`config.mk`:
```
export PLATFORM = sky130hd
export DESIGN_NAME = seven_segment_scan_driver_top
export DESIGN_NICKNAME = d
export VERILOG_FILES = /design/src/rtl/core/ssd_pkg.sv /design/src/rtl/core/ssd_bcd_conv.sv /design/src/rtl/core/seven_segment_scan_driver_top.sv
export SDC_FILE = /design/constraint.sdc
export NUM_CORES = 1
export LEC_CHECK = 0
export ABC_AREA = 0
export BUFFER_PORTS_ARGS = -buffer_cell sky130_fd_sc_hd__buf_2
export CAP_MARGIN = 20
export CORE_UTILIZATION = 55
export CTS_CLUSTER_DIAMETER = 120
export DETAILED_ROUTE_END_ITERATION = 8
export GPL_ROUTABILITY_DRIVEN = 1
export MAX_ROUTING_LAYER = met4
export PLACE_DENSITY = 0.75
export SETUP_SLACK_MARGIN = 0.3
export SLEW_MARGIN = 10
export SYNTH_ARGS = -nofsm -noshare
export SYNTH_HDL_FRONTEND = slang
export SYNTH_SLANG_ARGS = --single-unit
```
`constraint.sdc`:
```
create_clock -name clk_i -period 8.39 [get_ports clk_i]
set_input_delay 0 -clock clk_i [delete_from_list [all_inputs] [get_ports clk_i]]
set_output_delay 0 -clock clk_i [all_outputs]
set_load 0.01 [all_outputs]
```
`src/rtl/core/ssd_pkg.sv`:
```
// Shared types, constants and the segment encoder for the seven-segment scan driver.
// No dependencies.
package ssd_pkg;

  localparam int unsigned NumDigits  = 4;
  localparam int unsigned RestW      = 14;
  localparam logic [15:0] ValueMax   = 16'd9999;
  localparam logic [7:0]  BlinkReloadRst = 8'd30;
  localparam logic [7:0]  SegDotBit  = 8'h40;

  localparam logic        ActLoad    = 1'b0;
  localparam logic        ActTick    = 1'b1;

  typedef logic [3:0] bcd_t;

  typedef struct packed {
    logic                       done;
    bcd_t [NumDigits-1:0]       digits;
  } conv_res_t;

  function automatic logic [7:0] seg_encode(input bcd_t d);
    logic [7:0] s;
    case (d)
      4'd0:    s = 8'hBE;
      4'd1:    s = 8'h82;
      4'd2:    s = 8'h3B;
      4'd3:    s = 8'hAB;
      4'd4:    s = 8'h87;
      4'd5:    s = 8'hAD;
      4'd6:    s = 8'hBD;
      4'd7:    s = 8'h8A;
      4'd8:    s = 8'hBF;
      default: s = 8'hAF;
    endcase
    return s;
  endfunction

endpackage

```
`src/rtl/core/ssd_bcd_conv.sv`:
```
// Iterative binary to four-digit decimal converter: one shared subtract/compare per cycle.
// Depends on ssd_pkg.
module ssd_bcd_conv import ssd_pkg::*; (
  input  logic              clk_i,
  input  logic              rst_ni,
  input  logic              start_i,
  input  logic [15:0]       value_i,
  output conv_res_t         res_o
);

  localparam logic StIdle = 1'b0;
  localparam logic StRun  = 1'b1;

  logic             state_q, state_d;
  logic [RestW-1:0] rest_q, rest_d;
  logic [1:0]       wsel_q, wsel_d;
  bcd_t             cnt_q, cnt_d;
  bcd_t [NumDigits-1:0] dig_q, dig_d;
  logic             done_q, done_d;

  logic [RestW-1:0] weight;
  logic [RestW:0]   diff;
  logic [15:0]      sat;

  always_comb begin
    unique case (wsel_q)
      2'd0:    weight = RestW'(1000);
      2'd1:    weight = RestW'(100);
      default: weight = RestW'(10);
    endcase
  end

  assign diff = {1'b0, rest_q} - {1'b0, weight};
  assign sat  = (value_i > ValueMax) ? ValueMax : value_i;

  always_comb begin
    state_d = state_q;
    rest_d  = rest_q;
    wsel_d  = wsel_q;
    cnt_d   = cnt_q;
    dig_d   = dig_q;
    done_d  = 1'b0;
    unique case (state_q)
      StIdle: begin
        if (start_i) begin
          rest_d  = sat[RestW-1:0];
          wsel_d  = 2'd0;
          cnt_d   = '0;
          state_d = StRun;
        end
      end
      default: begin
        if (!diff[RestW] && cnt_q != 4'd9) begin
          rest_d = diff[RestW-1:0];
          cnt_d  = cnt_q + 4'd1;
        end else begin
          dig_d[2'd3 - wsel_q] = cnt_q;
          cnt_d = '0;
          if (wsel_q == 2'd2) begin
            dig_d[0] = (rest_q < RestW'(10)) ? rest_q[3:0] : 4'd9;
            done_d   = 1'b1;
            state_d  = StIdle;
          end else begin
            wsel_d = wsel_q + 2'd1;
          end
        end
      end
    endcase
  end

  always_ff @(posedge clk_i or negedge rst_ni) begin
    if (!rst_ni) begin
      state_q <= StIdle;
      done_q  <= 1'b0;
      wsel_q  <= '0;
      cnt_q   <= '0;
    end else begin
      state_q <= state_d;
      done_q  <= done_d;
      wsel_q  <= wsel_d;
      cnt_q   <= cnt_d;
    end
  end

  always_ff @(posedge clk_i) begin
    rest_q <= rest_d;
    dig_q  <= dig_d;
  end

  assign res_o.done   = done_q;
  assign res_o.digits = dig_q;

endmodule

```
`src/rtl/core/seven_segment_scan_driver_top.sv`:
```
// Seven-segment scan driver top level: input/config handshakes, digit store, scan and blink.
// Depends on ssd_pkg and ssd_bcd_conv.
// Scan tick: result registered on the next edge; one tick per cycle while the output is not stalled and no load runs.
// Load: the value is converted by repeated subtraction in the single shared subtract/compare
// unit of the decimal converter; no input is taken meanwhile.
// Reset (rst_ni low, asynchronous): patterns, scan, blink state, selects clear; reload is 30.
module seven_segment_scan_driver_top import ssd_pkg::*; (
  input  logic        clk_i,
  input  logic        rst_ni,
  input  logic        in_valid_i,
  output logic        in_ready_o,
  input  logic        action_i,
  input  logic [15:0] value_i,
  input  logic [2:0]  dot_digit_i,
  input  logic [2:0]  blink_digit_i,
  output logic        out_valid_o,
  input  logic        out_ready_i,
  output logic [1:0]  digit_index_o,
  output logic [7:0]  segment_byte_o,
  output logic        digit_on_o,
  input  logic        cfg_valid_i,
  output logic        cfg_ready_o,
  input  logic [7:0]  cfg_data_i
);

  localparam logic StIdle = 1'b0;
  localparam logic StLoad = 1'b1;

  logic                       state_q;
  logic [NumDigits-1:0][7:0]  pat_q;
  logic [1:0]                 scan_q;
  logic [7:0]                 bcnt_q;
  logic                       bphase_q;
  logic [2:0]                 dot_q, blink_q;
  logic [7:0]                 reload_q;
  logic                       ovalid_q;
  logic [1:0]                 oidx_q;
  logic [7:0]                 oseg_q;
  logic                       oon_q;

  logic      in_xfer, load_xfer, tick_xfer;
  logic      conv_start;
  conv_res_t conv_res;

  logic [1:0] pos;
  logic       on_blink, is_dot;
  logic       bphase_n;

  assign cfg_ready_o = 1'b1;
  assign in_ready_o  = (state_q == StIdle) && (!ovalid_q || out_ready_i);
  assign in_xfer     = in_valid_i && in_ready_o;
  assign load_xfer   = in_xfer && (action_i == ActLoad);
  assign tick_xfer   = in_xfer && (action_i == ActTick);
  assign conv_start  = load_xfer;

  ssd_bcd_conv u_conv (
    .clk_i   (clk_i),
    .rst_ni  (rst_ni),
    .start_i (conv_start),
    .value_i (value_i),
    .res_o   (conv_res)
  );

  assign pos      = scan_q + 2'd1;
  assign on_blink = (blink_q != 3'd0) && ({1'b0, pos} + 3'd1 == blink_q);
  assign is_dot   = (dot_q == {1'b0, pos} + 3'd1);
  assign bphase_n = (on_blink && bcnt_q == 8'd0) ? ~bphase_q : bphase_q;

  always_ff @(posedge clk_i or negedge rst_ni) begin
    if (!rst_ni) begin
      state_q  <= StIdle;
      pat_q    <= '0;
      scan_q   <= '0;
      bcnt_q   <= '0;
      bphase_q <= 1'b0;
      dot_q    <= '0;
      blink_q  <= '0;
      reload_q <= BlinkReloadRst;
      ovalid_q <= 1'b0;
    end else begin
      if (cfg_valid_i && cfg_ready_o) begin
        reload_q <= cfg_data_i;
      end
      if (tick_xfer) begin
        ovalid_q <= 1'b1;
      end else if (out_ready_i) begin
        ovalid_q <= 1'b0;
      end
      unique case (state_q)
        StIdle: begin
          if (load_xfer) begin
            dot_q   <= dot_digit_i;
            blink_q <= blink_digit_i;
            state_q <= StLoad;
          end
          if (tick_xfer) begin
            scan_q   <= pos;
            if (on_blink) begin
              bphase_q <= bphase_n;
              bcnt_q   <= (bcnt_q == 8'd0) ? reload_q : bcnt_q - 8'd1;
            end
          end
        end
        default: begin
          if (conv_res.done) begin
            for (int i = 0; i < NumDigits; i++) begin
              pat_q[i] <= seg_encode(conv_res.digits[i]);
            end
            state_q <= StIdle;
          end
        end
      endcase
    end
  end

  always_ff @(posedge clk_i) begin
    if (tick_xfer) begin
      oidx_q <= pos;
      oseg_q <= is_dot ? (pat_q[pos] | SegDotBit) : pat_q[pos];
      oon_q  <= !on_blink || bphase_n;
    end
  end

  assign out_valid_o    = ovalid_q;
  assign digit_index_o  = oidx_q;
  assign segment_byte_o = oseg_q;
  assign digit_on_o     = oon_q;

  a_no_accept_in_load: assert property (@(posedge clk_i) disable iff (!rst_ni)
    (state_q == StLoad) |-> !in_ready_o)
    else $error("input accepted during decimal conversion");

  a_done_only_in_load: assert property (@(posedge clk_i) disable iff (!rst_ni)
    conv_res.done |-> (state_q == StLoad))
    else $error("converter finished outside a load");

  a_tick_gives_result: assert property (@(posedge clk_i) disable iff (!rst_ni)
    tick_xfer |=> (out_valid_o && digit_index_o == $past(pos)))
    else $error("scan tick without its result");

  a_load_no_result: assert property (@(posedge clk_i) disable iff (!rst_ni)
    (load_xfer && !(ovalid_q && !out_ready_i)) |=> !out_valid_o)
    else $error("load produced a result");

endmodule

```
**Word-level counts from Yosys, hierarchy flattened**

Memories as Yosys holds them, arrays and structs flattened. A register that Yosys moved wholly into a read port is not among the register bits.
Index checks and enable logic that the tools add are counted.

- Bits in registers: 108
- Memory bits (read-only): 448
- Bits of input ports: 36
- Output and inout bits: 14
- Logic and storage cells: 114
- Memories kept: 4

Memory list:

| name | depth | bits a word | read ports | clocked after memory_dff | wr ports | line | text |
|---|---|---|---|---|---|---|---|
| (no name shown) | 16 | 7 | 1 | 1 | 0 | ssd_pkg.sv:23 | `case (d)` |
| (no name shown) | 16 | 7 | 1 | 1 | 0 | ssd_pkg.sv:23 |  |
| (no name shown) | 16 | 7 | 1 | 1 | 0 | ssd_pkg.sv:23 |  |
| (no name shown) | 16 | 7 | 1 | 1 | 0 | ssd_pkg.sv:23 |  |

- Add/sub/neg operators: 7
- $lt $le $gt $ge: 5
- Eq/ne operators: 8
- Muxes and demuxes: 32
- Bitwise gates (word level): 4
- Reductions and logical operators: 29

Operators with widths:

| cell | count |
|---|---|
| 14-bit 2-to-1 mux | 4 |
| 4-bit 2-to-1 mux | 6 |
| 10-bit case mux with 2 select lines | 1 |
| 8-bit binary-select mux with 2-bit select | 1 |
| 16-bit bitwise mux | 1 |
| 16-bit by 14-bit greater-than comparator with 1-bit output, second input constant | 1 |
| 8-bit 2-to-1 mux | 2 |
| 14-bit by 10-bit subtractor with 15-bit output | 1 |
| 14-bit by 4-bit less-than comparator with 1-bit output, second input constant | 1 |
| 1-bit 2-to-1 mux | 12 |
| 2-bit AND reduction | 5 |
| 4-bit demux with 2-bit select | 1 |
| 1-bit logical AND | 8 |
| 8-bit zero test | 1 |
| 2-bit 2-to-1 mux | 4 |
| 8-bit by 1-bit subtractor with 8-bit output, second input constant | 1 |
| 1-bit zero test | 7 |
| 3-bit == test | 2 |
| 2-bit by 3-bit less-than comparator with 1-bit output, second input constant | 2 |
| 2-bit inequality test, second input constant | 3 |
| 3-bit AND reduction | 2 |
| 2-bit by 1-bit adder with 2-bit output, second input constant | 2 |
| 4-bit by 1-bit adder with 4-bit output, second input constant | 1 |
| 4-bit inequality test, second input constant | 1 |
| 10 further kinds | 15 |

**Logic depth before layout (Yosys ltp)**

- Depth in word-level cells: 7
- Gate-level depth with buffers: 12
- Mapped depth without buffers: 12

**Hierarchy**

Synthesis repeated with hierarchy kept, for this count alone.

- Cell total of the unflattened synthesis: 532
- Area total of the unflattened synthesis: 5726.7 um^2

By module, submodules not included:

| module | times used | cells each | area each (um^2) | sequential area each (um^2) |
|---|---|---|---|---|
| seven_segment_scan_driver_top | 1 | 329 | 3544.6 | 1711.6 |
| ssd_bcd_conv | 1 | 203 | 2182.1 | 1101.1 |

**Worst setup path after synthesis**

No wires, ideal clock.

- Kind: reg2reg
- Start: register u_conv.wsel_q[1]
- End: register u_conv.rest_q[10] (enable)
- Data arrival time: 2535 ps
- Data required time: 7961 ps
- Slack: 5426 ps
- Cell stages (with the launch flop): 13
- Buffers on the path: 1
- Clock period less this slack: 2964 ps
- Cell sequence: dfrtp_1 > inv_1 > ha_1 > or2_1 > inv_1 > ha_1 > nor2b_1 > o211ai_1 > a21oi_2 > o31a_1 > buf_6 > nand2_1 > o21ai_0

- Cells in the longest elaborated chain, start to end: 7
- Elaborated cells between the ends (all ways): 8
- Those cells by class: 1 x add/sub; 2 x eq/ne; 1 x mux; 4 x reduce/logical

RTL lines:

| what | line | text |
|---|---|---|
| start: declaration | ssd_bcd_conv.sv:16 | `logic [1:0] wsel_q, wsel_d;` |
| start signal: assignment | ssd_bcd_conv.sv:80 | `wsel_q <= wsel_d;` |
| 2-bit by 1-bit == test with 1-bit output / 2-bit zero test (equally long branches) | ssd_bcd_conv.sv:26 | `unique case (wsel_q)` |
| 10-bit case mux with 2 select lines (*) | ssd_bcd_conv.sv:26 |  |
| 14-bit by 10-bit subtractor with 15-bit output (*) | ssd_bcd_conv.sv:33 | `assign diff = {1'b0, rest_q} - {1'b0, weight};` |
| 1-bit zero test (*) | ssd_bcd_conv.sv:53 | `if (!diff[RestW] && cnt_q != 4'd9) begin` |
| 1-bit logical AND (*) | ssd_bcd_conv.sv:53 |  |
| 2-bit inequality test (no source line) (*) | n/a |  |
| 2-bit AND reduction (no source line) (*) | n/a |  |
| end signal: assignment | ssd_bcd_conv.sv:86 | `rest_q <= rest_d;` |
| end: declaration | ssd_bcd_conv.sv:15 | `logic [RestW-1:0] rest_q, rest_d;` |

Mark *: on every way between the ends. The rest lies on a longest branch, timed or not.
A chain may end at the register's enable or synchronous reset.

**Worst setup path in the final report**

- Start: register u_conv.wsel_q[1]
- End: register u_conv.rest_q[11] (enable)

The elaborated chain is that of the path after synthesis.

==> results summary <==
The number of cells in the finished layout apart from fillers is between 700 and 800. Timing would allow up to 0.329 GHz. The maximum clock path buffer count is 2. The number of detailed-route iterations in the first pass is 4. For the worst flop-to-flop path, the logic depth is 9.

Measured against its own limit, the worst slew margin works out to 0.334. The final cell utilization of the core is 0.651. The register cell area after layout came out at 0.00281 mm2. Counting every sink on the clock net gives 104. The H-tree was split into 3 levels.

The total power came out at 2.11 mW. The number of fill cells is between 700 and 800. The hold violation count in the final report is 0. 50 I/O pins were placed. The via count came out at 4,203. In this run, the number of DRC markers left after iteration 0 of detailed routing was 185. TritonCTS built the clock tree. The total congestion overflow after global routing is 0. Synthesis produced a netlist with a net count of 622. Setup repair after global routing left no endpoint under its margin. The share of post-route cells with drive strength above 1 is 0.149. The worst setup path is launched from a flop.

After detailed routing, the number of remaining DRC violations is 0. The synthesis-stage register bit count came out at 104. The number of placed instances with taps included is around 710. In this run, CTS created clock tree buffers numbering 9. Setup violations remaining at the end of the flow were counted as 0. The count of buffers from port buffering came out at 48. The worst hold path cell count came out at 4.

The net switching power is between 0.8 and 0.9 mW. The wire length after detailed routing came out at 11,400 um. The post-synthesis sequential area ratio is 0.500.

Dividing total power by cell area gives a power density of 329 mW/mm2. The slew at the pin closest to its max-slew limit is 1000 ps. The die area is between 0.01 and 0.015 mm2. IR analysis of the VDD net gives a maximum drop of 0.000205 V.

The synthesized area divided by synthesized cell count is 10.3 um2. The insertion delay to the later sink of the worst-skew pair came out at 380 ps. The most common flop cell mapped by yosys is dfrtp_1. The number of global-route vias before repair came out at 3,978. The fraction of power spent switching nets is 0.383. The worst setup path is of the flop to flop kind. The initial core utilization is 0.570. Dividing the detail-routed via count by the number of cells gives 5.60. At the end of routability-driven placement, the weighted congestion stood at 0.962.

The site row count came out at 36. The fraction of power consumed by combinational cells came out at 0.420. The synthesis warning total came out at 0.

The first-pass GRT wire length is 18,800 um. The area of the core is 0.00986 mm2. The synthesized instance count is between 500 and 600. The detail route stage leaves a number of antenna-violating nets equal to 0. Of all nets on the critical path, the largest fanout is 13. The average routed wire per standard cell is 15.2 um. For this design the static power due to leakage is 2.85 nW.

In this run the worst hold path is classified as primary input to flop. Compared with the post-synthesis result, the final layout area differs by 14.1%. The number of unique standard cell types used by synthesis came out at between 60 and 70. The number of antenna violations at the first check in global routing came out at 0. The maximum number of pins on one net before global-route repair came out at 64. For this run, asynchronously set or reset flops after synthesis account for 0.606.

In this run the clock root is driven by a clkbuf_8. The most common cell after layout, fill and taps aside is nand2_1. The footprint of the multi-input gates came out at roughly 0.0026 mm2. The vertical extent of the die came out at 103 um.

The internal portion of the total power is 1.30 mW. Across the run, the number of max-cap violations was 0. The final critical-path share of the clock period came out at 0.362. The total negative slack came out at 0 ps. The number of antenna cells inserted is 0. On the final layout, the worst clock skew is 14.2 ps. The die is 103 um wide. The signal arrival time at the worst endpoint came out at between 3000 and 4000 ps. The clock edge transition at the registers on the reported setup and hold paths is around 90 ps. For the worst setup path, the data required time is between 8000 and 9000 ps. Subtracting the final worst setup slack from the clock period gives 3040 ps.

The run finished with clean final reports. The global router's overall resource usage came out at 0.242. In the layout the commonest cells are nand2_1 (73), dfrtp_1 (59), buf_2 (48), nor2_1 (42). Of the total power, the clock network draws 0.147. The number of nets in the layout is a little under 700. The worst setup path is captured at a flop. The summed instance area of the synthesized netlist is about 0.0056 mm2. The total count of max-transition violations in the final report came out at 0. The share of total power dissipated in sequential elements is 0.434. The detailed placement HPWL came out at 8070 um. The count of flip-flops with a built-in enable after synthesis came out at 41.
-- worst paths after layout --
path                                               from  slack (ps)                     endpoint
min in group asynchronous                        rst_ni         320        pat_q[12]$_DFFE_PN0P_
max reg2reg                u_conv.wsel_q[1]$_DFFE_PN0P_        5350  u_conv.rest_q[11]$_DFFE_PP_
max                        u_conv.wsel_q[1]$_DFFE_PN0P_        5350  u_conv.rest_q[11]$_DFFE_PP_
max in group asynchronous                        rst_ni        7520         dot_q[0]$_DFFE_PN0P_
min reg2reg                       pat_q[21]$_DFFE_PN0P_         480        pat_q[21]$_DFFE_PN0P_
min                                            action_i          20       blink_q[0]$_DFFE_PN0P_
-- per-layer routing --
metal	vias up	global-route usage	wire length, um
li1	2066	-	-
met1	1992	0.300	4990
met2	124	0.395	5690
met3	21	0.0529	513
met4	0	0.0802	204
met5	-	-	0
-- repair_timing --
action,4_1_cts,5_1_grt
resized for setup,0,0
endpoints found under the hold margin,85,0
buffers inserted,0,0
hold buffers,28,0
-- cell usage after synthesis, types with 8 or more instances --
| library cell | n | share of area |
|---|---|---|
| xor2_1 | 9 | 0.014 |
| nand3_1 | 8 | 0.0071 |
| a31oi_1 | 11 | 0.012 |
| o21ai_0 | 42 | 0.037 |
| clkbuf_1 | 18 | 0.012 |
| nand2_1 | 73 | 0.049 |
| ha_1 | 39 | 0.087 |
| nor2_1 | 42 | 0.028 |
| mux2_2 | 10 | 0.020 |
| nor3_1 | 18 | 0.016 |
| a21oi_1 | 37 | 0.033 |
| dfrtp_1 | 59 | 0.26 |
| edfxtp_1 | 41 | 0.22 |
| inv_1 | 33 | 0.022 |
-- final cells by class --
class                           count  area share
Clock buffer                       12      0.0259
Clock inverter                      4     0.00507
Inverter                           33      0.0193
Multi-Input combinational cell    386       0.402
Sequential cell                   104       0.438
Tap cell                          133      0.0259
Timing Repair Buffer               78      0.0834
-- critical path, stage by stage (launching register included) --
cell and delay, ps:
dfrtp_1 430, inv_1 110, ha_1 300, ha_1 280, o21ai_0 90, a221o_1 380
a21oi_2 220, o31a_1 350, nand2_1 190, o21ai_2 320
-- cell families (layout without fill, tap and decap cells) --
group | Yosys count | in the layout | share of synthesized area
buf+inv | 56 | 127 | 0.0418
fa+ha+maj | 40 | 40 | 0.0903
mux | 22 | 22 | 0.0569
compound gates | 128 | 128 | 0.139
flops | 104 | 104 | 0.500
simple gates | 179 | 179 | 0.147
other cells | 1 | 1 | 0.000666
xor+xnor | 16 | 16 | 0.0249
-- metrics by stage --
| step | cell area (um2) | hold slack (ps) | worst slack, ps |
|---|---|---|---|
| 4_1_cts | 6420 | 2.62 | 5010 |
| 6_report | 6420 | 18.3 | 5350 |
| 5_1_grt | 6420 | 23.7 | 5050 |
| 3_3_place_gp | 5940 | 191 | 5150 |
| 2_1_floorplan | 5630 | -296 | 5430 |
| 3_5_place_dp | 5940 | 194 | 5020 |
-- state kept, by name, summed over array words and instances, names as in the netlist, 3 cells and up --
signal and flops:
dot_q 3, u_conv.res_o 16, bcnt_q 8, pat_q 28, reload_q 8, blink_q 3, u_conv.rest_q 14, u_conv.cnt_q 4
segment_byte_o 8
-- power groups by stage --
stage / sequential (mW) / clock, mW / combinational [mW]
2_1_floorplan: 0.860 / 0 / 0.709
3_3_place_gp: 0.916 / 0 / 0.828
3_5_place_dp: 0.925 / 0 / 0.858
4_1_cts: 0.915 / 0.316 / 0.877
5_1_grt: 0.938 / 0.338 / 1.00
6_report: 0.916 / 0.310 / 0.886
Power figures use the tool's default switching activity.
